<file path="config.mk">
export PLATFORM = sky130hd
export DESIGN_NAME = solf_derive
export DESIGN_NICKNAME = d
export VERILOG_FILES = /design/src/rtl/core/solf_pkg.sv /design/src/rtl/core/solf_derive.sv
export SDC_FILE = /design/constraint.sdc
export NUM_CORES = 2
export LEC_CHECK = 0
export ABC_AREA = 1
export BUFFER_PORTS_ARGS = -buffer_cell sky130_fd_sc_hd__buf_2
export CAP_MARGIN = 20
export CORE_ASPECT_RATIO = 0.75
export CORE_UTILIZATION = 25
export CTS_CLUSTER_DIAMETER = 150
export DETAILED_ROUTE_END_ITERATION = 7
export MAX_ROUTING_LAYER = met4
export SLEW_MARGIN = 10
export SYNTH_ARGS = -nofsm -noshare
export SYNTH_HDL_FRONTEND = slang
export SYNTH_SLANG_ARGS = --single-unit
</file>
<file path="constraint.sdc">
create_clock -name clock -period 14.82 [get_ports clock]
set_input_delay 2.964 -clock clock [delete_from_list [all_inputs] [get_ports clock]]
set_output_delay 2.964 -clock clock [all_outputs]
set_load 0.02 [all_outputs]
</file>
<file path="src/rtl/core/solf_pkg.sv">
// Shared types, constants and the step program of the second-order lag filter.
package solf_pkg;

   localparam int SAMPLE_WIDTH_DEF = 32;
   localparam int STATE_EXTRA      = 8;
   localparam int CFG_WIDTH        = 32;
   localparam int CSR_ADDR_WIDTH   = 4;
   localparam int COEF_WIDTH       = 40;
   localparam int COEF_CHUNK       = COEF_WIDTH / 2;
   localparam int KX_SHIFT         = 8;
   localparam int COEF_SHIFT       = 24;
   localparam int ROOT_WIDTH       = 32;
   localparam int SQRT_STEPS       = ROOT_WIDTH;
   localparam int DIV_WIDTH        = CFG_WIDTH + 1 + COEF_SHIFT;
   localparam int STEP_WIDTH       = 5;

   localparam logic [CFG_WIDTH-1:0] MIN_TC       = 32'd1678;
   localparam logic [CFG_WIDTH-1:0] GAIN_RESET   = 32'h0001_0000;
   localparam logic [CFG_WIDTH-1:0] PERIOD_RESET = 32'd167772;

   typedef enum logic [1:0] {
      REG_GAIN,
      REG_TC_ONE,
      REG_TC_TWO,
      REG_PERIOD
   } reg_idx_type;

   typedef struct packed {
      logic [CFG_WIDTH-1:0] gain;
      logic [CFG_WIDTH-1:0] tc_one;
      logic [CFG_WIDTH-1:0] tc_two;
      logic [CFG_WIDTH-1:0] period;
   } cfg_regs_type;

   typedef struct packed {
      logic                  busy;
      logic [COEF_WIDTH-1:0] omega_dt;
      logic [COEF_WIDTH-1:0] damping;
   } coef_status_type;

   typedef logic [STEP_WIDTH-1:0] step_type;

   typedef enum logic [3:0] {
      OP_NOP,
      OP_ACCEPT,
      OP_MLO,
      OP_MHI,
      OP_SAT,
      OP_ERR,
      OP_UPD,
      OP_OUT,
      OP_PASS
   } op_type;

   typedef enum logic [1:0] {
      MS_KX,
      MS_DAMP,
      MS_DY,
      MS_DV
   } msel_type;

   typedef enum logic [1:0] {
      DST_KX,
      DST_PROD,
      DST_DY
   } dst_type;

   typedef enum logic [1:0] {
      JMP_NEXT,
      JMP_IF_PASS,
      JMP_ALWAYS
   } jmp_type;

   typedef struct packed {
      op_type   op;
      msel_type msel;
      dst_type  dst;
      jmp_type  jmp;
      step_type target;
   } ctrl_word_type;

   localparam step_type STEP_START = 5'd0;
   localparam step_type STEP_PASS  = 5'd16;

   function automatic ctrl_word_type cw_make(input op_type op, input msel_type ms,
                                             input dst_type ds, input jmp_type jp,
                                             input step_type tg);
      ctrl_word_type w;
      w.op     = op;
      w.msel   = ms;
      w.dst    = ds;
      w.jmp    = jp;
      w.target = tg;
      return w;
   endfunction

   function automatic ctrl_word_type ucode(input step_type step);
      ctrl_word_type w;
      case (step)
         5'd0:    w = cw_make(OP_ACCEPT, MS_KX,   DST_KX,   JMP_IF_PASS, STEP_PASS);
         5'd1:    w = cw_make(OP_MLO,    MS_KX,   DST_KX,   JMP_NEXT,    STEP_START);
         5'd2:    w = cw_make(OP_MHI,    MS_KX,   DST_KX,   JMP_NEXT,    STEP_START);
         5'd3:    w = cw_make(OP_SAT,    MS_KX,   DST_KX,   JMP_NEXT,    STEP_START);
         5'd4:    w = cw_make(OP_MLO,    MS_DAMP, DST_PROD, JMP_NEXT,    STEP_START);
         5'd5:    w = cw_make(OP_MHI,    MS_DAMP, DST_PROD, JMP_NEXT,    STEP_START);
         5'd6:    w = cw_make(OP_SAT,    MS_DAMP, DST_PROD, JMP_NEXT,    STEP_START);
         5'd7:    w = cw_make(OP_ERR,    MS_KX,   DST_KX,   JMP_NEXT,    STEP_START);
         5'd8:    w = cw_make(OP_MLO,    MS_DY,   DST_DY,   JMP_NEXT,    STEP_START);
         5'd9:    w = cw_make(OP_MHI,    MS_DY,   DST_DY,   JMP_NEXT,    STEP_START);
         5'd10:   w = cw_make(OP_SAT,    MS_DY,   DST_DY,   JMP_NEXT,    STEP_START);
         5'd11:   w = cw_make(OP_MLO,    MS_DV,   DST_PROD, JMP_NEXT,    STEP_START);
         5'd12:   w = cw_make(OP_MHI,    MS_DV,   DST_PROD, JMP_NEXT,    STEP_START);
         5'd13:   w = cw_make(OP_SAT,    MS_DV,   DST_PROD, JMP_NEXT,    STEP_START);
         5'd14:   w = cw_make(OP_UPD,    MS_KX,   DST_KX,   JMP_NEXT,    STEP_START);
         5'd15:   w = cw_make(OP_OUT,    MS_KX,   DST_KX,   JMP_ALWAYS,  STEP_START);
         5'd16:   w = cw_make(OP_PASS,   MS_KX,   DST_KX,   JMP_ALWAYS,  STEP_START);
         default: w = cw_make(OP_NOP,    MS_KX,   DST_KX,   JMP_ALWAYS,  STEP_START);
      endcase
      return w;
   endfunction

endpackage

</file>
<file path="src/rtl/core/solf_derive.sv">
// Coefficient unit: clamp, multiply, bit-serial square root and two restoring divisions.
module solf_derive (
   input  logic                          clock,
   input  logic                          reset,
   input  logic                          start,
   input  solf_pkg::cfg_regs_type        cfg,
   output solf_pkg::coef_status_type     status
);
   import solf_pkg::*;

   typedef enum logic [2:0] {
      ST_MULT,
      ST_SQRT,
      ST_DIV_OD,
      ST_DIV_DC,
      ST_DONE
   } state_type;

   state_type                  state_ff;
   logic [5:0]                 cnt_ff;
   logic [2*ROOT_WIDTH-1:0]    prod_ff;
   logic [ROOT_WIDTH:0]        rem_ff;
   logic [ROOT_WIDTH-1:0]      root_ff;
   logic [DIV_WIDTH-1:0]       dvd_ff;
   logic [DIV_WIDTH-1:0]       quo_ff;
   logic [COEF_WIDTH-1:0]      omega_ff;
   logic [COEF_WIDTH-1:0]      damp_ff;

   logic [CFG_WIDTH-1:0]       t1c;
   logic [CFG_WIDTH-1:0]       t2c;
   logic [CFG_WIDTH:0]         tsum;
   logic [ROOT_WIDTH+2:0]      sq_cur;
   logic [ROOT_WIDTH+2:0]      sq_trial;
   logic [ROOT_WIDTH+2:0]      sq_diff;
   logic                       sq_ge;
   logic [ROOT_WIDTH:0]        dv_cur;
   logic [ROOT_WIDTH:0]        dv_den;
   logic [ROOT_WIDTH:0]        dv_diff;
   logic                       dv_ge;
   logic [DIV_WIDTH-1:0]       quo_next;

   function automatic logic [COEF_WIDTH-1:0] coef_sat(input logic [DIV_WIDTH-1:0] q);
      return (|q[DIV_WIDTH-1:COEF_WIDTH]) ? '1 : q[COEF_WIDTH-1:0];
   endfunction

   always_comb begin
      t1c      = (cfg.tc_one > MIN_TC) ? cfg.tc_one : MIN_TC;
      t2c      = (cfg.tc_two > MIN_TC) ? cfg.tc_two : MIN_TC;
      tsum     = (CFG_WIDTH+1)'(t1c) + (CFG_WIDTH+1)'(t2c);
      sq_cur   = {rem_ff, prod_ff[2*ROOT_WIDTH-1 -: 2]};
      sq_trial = {1'b0, root_ff, 2'b01};
      sq_ge    = (sq_cur >= sq_trial);
      sq_diff  = sq_cur - sq_trial;
      dv_cur   = {rem_ff[ROOT_WIDTH-1:0], dvd_ff[DIV_WIDTH-1]};
      dv_den   = {1'b0, root_ff};
      dv_ge    = (dv_cur >= dv_den);
      dv_diff  = dv_cur - dv_den;
      quo_next = {quo_ff[DIV_WIDTH-2:0], dv_ge};
   end

   always_ff @(posedge clock) begin
      if (reset || start) begin
         state_ff <= ST_MULT;
      end else begin
         unique case (state_ff)
            ST_MULT: begin
               prod_ff  <= (2*ROOT_WIDTH)'(t1c) * (2*ROOT_WIDTH)'(t2c);
               rem_ff   <= '0;
               root_ff  <= '0;
               cnt_ff   <= '0;
               state_ff <= ST_SQRT;
            end
            ST_SQRT: begin
               prod_ff <= {prod_ff[2*ROOT_WIDTH-3:0], 2'b00};
               root_ff <= {root_ff[ROOT_WIDTH-2:0], sq_ge};
               if (cnt_ff == 6'(SQRT_STEPS-1)) begin
                  rem_ff   <= '0;
                  dvd_ff   <= {1'b0, cfg.period, {COEF_SHIFT{1'b0}}};
                  cnt_ff   <= '0;
                  state_ff <= ST_DIV_OD;
               end else begin
                  rem_ff <= sq_ge ? sq_diff[ROOT_WIDTH:0] : sq_cur[ROOT_WIDTH:0];
                  cnt_ff <= cnt_ff + 6'd1;
               end
            end
            ST_DIV_OD, ST_DIV_DC: begin
               quo_ff <= quo_next;
               if (cnt_ff == 6'(DIV_WIDTH-1)) begin
                  cnt_ff <= '0;
                  rem_ff <= '0;
                  if (state_ff == ST_DIV_OD) begin
                     omega_ff <= coef_sat(quo_next);
                     dvd_ff   <= {tsum, {COEF_SHIFT{1'b0}}};
                     state_ff <= ST_DIV_DC;
                  end else begin
                     damp_ff  <= coef_sat(quo_next);
                     state_ff <= ST_DONE;
                  end
               end else begin
                  rem_ff <= dv_ge ? {1'b0, dv_diff[ROOT_WIDTH-1:0]}
                                  : {1'b0, dv_cur[ROOT_WIDTH-1:0]};
                  dvd_ff <= {dvd_ff[DIV_WIDTH-2:0], 1'b0};
                  cnt_ff <= cnt_ff + 6'd1;
               end
            end
            ST_DONE: begin
            end
            default: begin
               state_ff <= ST_MULT;
            end
         endcase
      end
   end

   assign status.busy     = (state_ff != ST_DONE);
   assign status.omega_dt = omega_ff;
   assign status.damping  = damp_ff;

endmodule

</file>
==> impl_metrics.env <==
export IMPL_path_max_fanout=33
export IMPL_htreeDepth=2
export IMPL_pre_cts_ws_ns=1.68
export IMPL_num_vias=46500
export IMPL_worst_slack_ns=1.96
export IMPL_cp_required_ns=15.14
export IMPL_drc=0
export IMPL_ys_top_cells_by_count="nand2_1, inv_1, fa_1"
export IMPL_cts_clk_slew_worst_paths_ns=0.06
export IMPL_setup_viol=0
export IMPL_core_area_sq_um=218000
export IMPL_wire_per_inst_microns=18.8
export IMPL_grt_ovfl_total=0
export IMPL_portBuffers=179
export IMPL_cts_setup_buffers=0
export IMPL_fill_cells=23800
export IMPL_grt_max_degree=88
export IMPL_final_max_slew_violation_count=0
export IMPL_syn_nets=8599
export IMPL_antenna_found_initial=13
export IMPL_wirelength_microns=191000
export IMPL_root_buffer="clkbuf_16"
export IMPL_final_antenna_net_count=0
export IMPL_ys_ff_latch=307
export IMPL_final_util_pct=27.6
export IMPL_max_slew_worst_pin_slew_ns=1.18
export IMPL_hold_path_class="register to register"
export IMPL_cp_arrival_ns=13.18
export IMPL_fp_row_count=148
export IMPL_synth_edff_count=304
export IMPL_die_w_microns=544
export IMPL_timing_hold_violations_final=0
export IMPL_drtIter0Drc=4460
export IMPL_synth_flop_cell="edfxtp_1"
export IMPL_drive_gt1_share_pct=5.90
export IMPL_via_per_inst=4.57
export IMPL_tritoncts="yes"
export IMPL_synthArstFlopShare_pct=0
export IMPL_gp_congestion=1.02
export IMPL_dieArea_sq_um=222000
export IMPL_yosys_warnings=0
export IMPL_synthTopCellsByArea="fa_1, edfxtp_1, nand2_1"
export IMPL_ctsResizeCount=0
export IMPL_yosysMostFrequentCell="nand2_1"
export IMPL_critPathMaxStageDelay_ns=0.71
export IMPL_cp_end_kind="register"
export IMPL_synthCells=7206
export IMPL_cap_violations=0
export IMPL_synth_top_area_cell="fa_1"
export IMPL_hpwl_microns=156000
export IMPL_worstSetupPathType="input port to register"
export IMPL_syn_to_final_growth_pct=9.15
export IMPL_slew_headroom_pct=20.9
export IMPL_holdBufCountCts=0
export IMPL_rsz0062_at_grt="false"
export IMPL_ctsLongestPathBuffers=3
export IMPL_fin_skew_ns=0.0311
export IMPL_dieHeight_microns=409
export IMPL_max_freq_mhz=77.8
export IMPL_synth_top_area_share_pct=32.6
export IMPL_slowest_stage="nor4_1"
export IMPL_clk_latency_ns=0.58
export IMPL_setup_tns_final_ns=0
export IMPL_instances_no_fill=10200
export IMPL_io_pin_count=212
export IMPL_cts_made_buffers=35
export IMPL_grt_pass1_vias=46800
export IMPL_start_util_pct=25.3
export IMPL_critPathLaunchType="input port"
export IMPL_grt_pass1_wl_microns=292000
export IMPL_finalCritPeriodShare_pct=86.8
export IMPL_status="finished, final reports clean"
export IMPL_synth_area_per_cell_sq_um=7.65
export IMPL_grt_usage_pct=17.8
export IMPL_clkSinkCount=307
export IMPL_drtPass1Iterations=6
export IMPL_final_nets=8624
export IMPL_fin_crit_ns=12.86
export IMPL_ys_seq_area_share_pct=16.7
export IMPL_dp_cells=10100
export IMPL_synth_distinct_cells=49
export IMPL_synth_area_sq_um=55100
final cells by class:
class	count	area [sq um]	area share (%)
clock inverters	23	249	0.414
repair buffers	251	1460	2.42
well taps	2925	3660	6.08
multi-input cells	4772	37700	62.6
clock buffers	39	891	1.48
flip-flops and latches	307	9190	15.3
inverters	1864	7030	11.7
diodes	6	15.0	0.0250
kinds of logic (layout without fill, tap and decap cells):
group | count (synthesis) | after routing | share of synthesized area [%]
buf+inv | 2127 | 2177 | 15.1
compound gates | 284 | 284 | 2.89
fa+ha+maj | 1262 | 1262 | 40.9
xor+xnor | 68 | 68 | 1.08
simple gates | 3158 | 3158 | 23.4
flops | 307 | 307 | 16.7
other cells | 0 | 6 | 0
worst max-delay path, delay by kind of cell:
| family | cells | cell delay (ns) |
|---|---|---|
| adder cells (fa/ha/maj) | 9 | 4.45 |
| AND/OR/NAND/NOR | 14 | 3.82 |
| buffers and inverters | 9 | 1.57 |
| AO/OA/AOI/OAI | 1 | 0.28 |
cells in the final DEF (no fill, tap or decap), types with 5 or more instances in the layout:
cell type and count:
nor4_1 16, nand3_1 329, inv_6 5, or2_2 6, o21bai_1 18, edfxtp_1 304
and3_1 6, o21ai_0 78, inv_2 17, nor2_4 14, clkinv_1 18, nand4_1 42
nand2_2 10, a22o_1 15, nand2_1 2026, diode_2 6, nor2_2 43, nand2_4 5
o21a_1 5, nor2_1 603, nor3_1 29, inv_4 9, xnor2_1 64, nand2_8 5
fa_1 897, inv_1 1818, a21oi_1 147, ha_1 365, buf_2 179, nand3b_1 12
buf_4 71, and2_1 5, o211ai_1 13, clkbuf_16 35, clkinv_2 11
metal layers:
metal / up-vias / wire length (microns) / share of wire (%) / global-route usage, %
met3: 202 / 22800 / 12 / 4.73
met1: 22900 / 90000 / 47 / 26.4
met5: - / 0 / 0 / -
met4: 0 / 3570 / 1.9 / 3.13
li1: 21200 / - / - / -
met2: 2230 / 74900 / 39 / 24.0
metrics by stage:
step / hold WS [ns] / area, sq um
CTS: 0.447 / 60100
global route: 0.459 / 60200
finish: 0.447 / 60200
detailed placement: 0.433 / 59000
floorplan: 0.426 / 55100
global placement: 0.428 / 59000
sequential cells by signal, summed over array words and instances, names as in the netlist:
register,cells
rem_ff,33
prod_ff,64
dvd_ff,33
damp_ff,40
omega_ff,40
cnt_ff,6
state_ff,3
quo_ff,56
root_ff,32
path summary, 6_finish.rpt:
kind / startpoint / slack [ns] / endpoint / depth (start not counted)
max: cfg[60] / 1.96 / prod_ff[37] / 33
min reg2reg: quo_ff[6] / 0.45 / quo_ff[7] / 0
max reg2reg: rem_ff[18] / 10.85 / rem_ff[20] / 13
min: quo_ff[6] / 0.45 / quo_ff[7] / 0
Power is left out: the tool's default activity adds up to more than one toggle a clock period on the data nets, which glitch-free logic cannot reach.
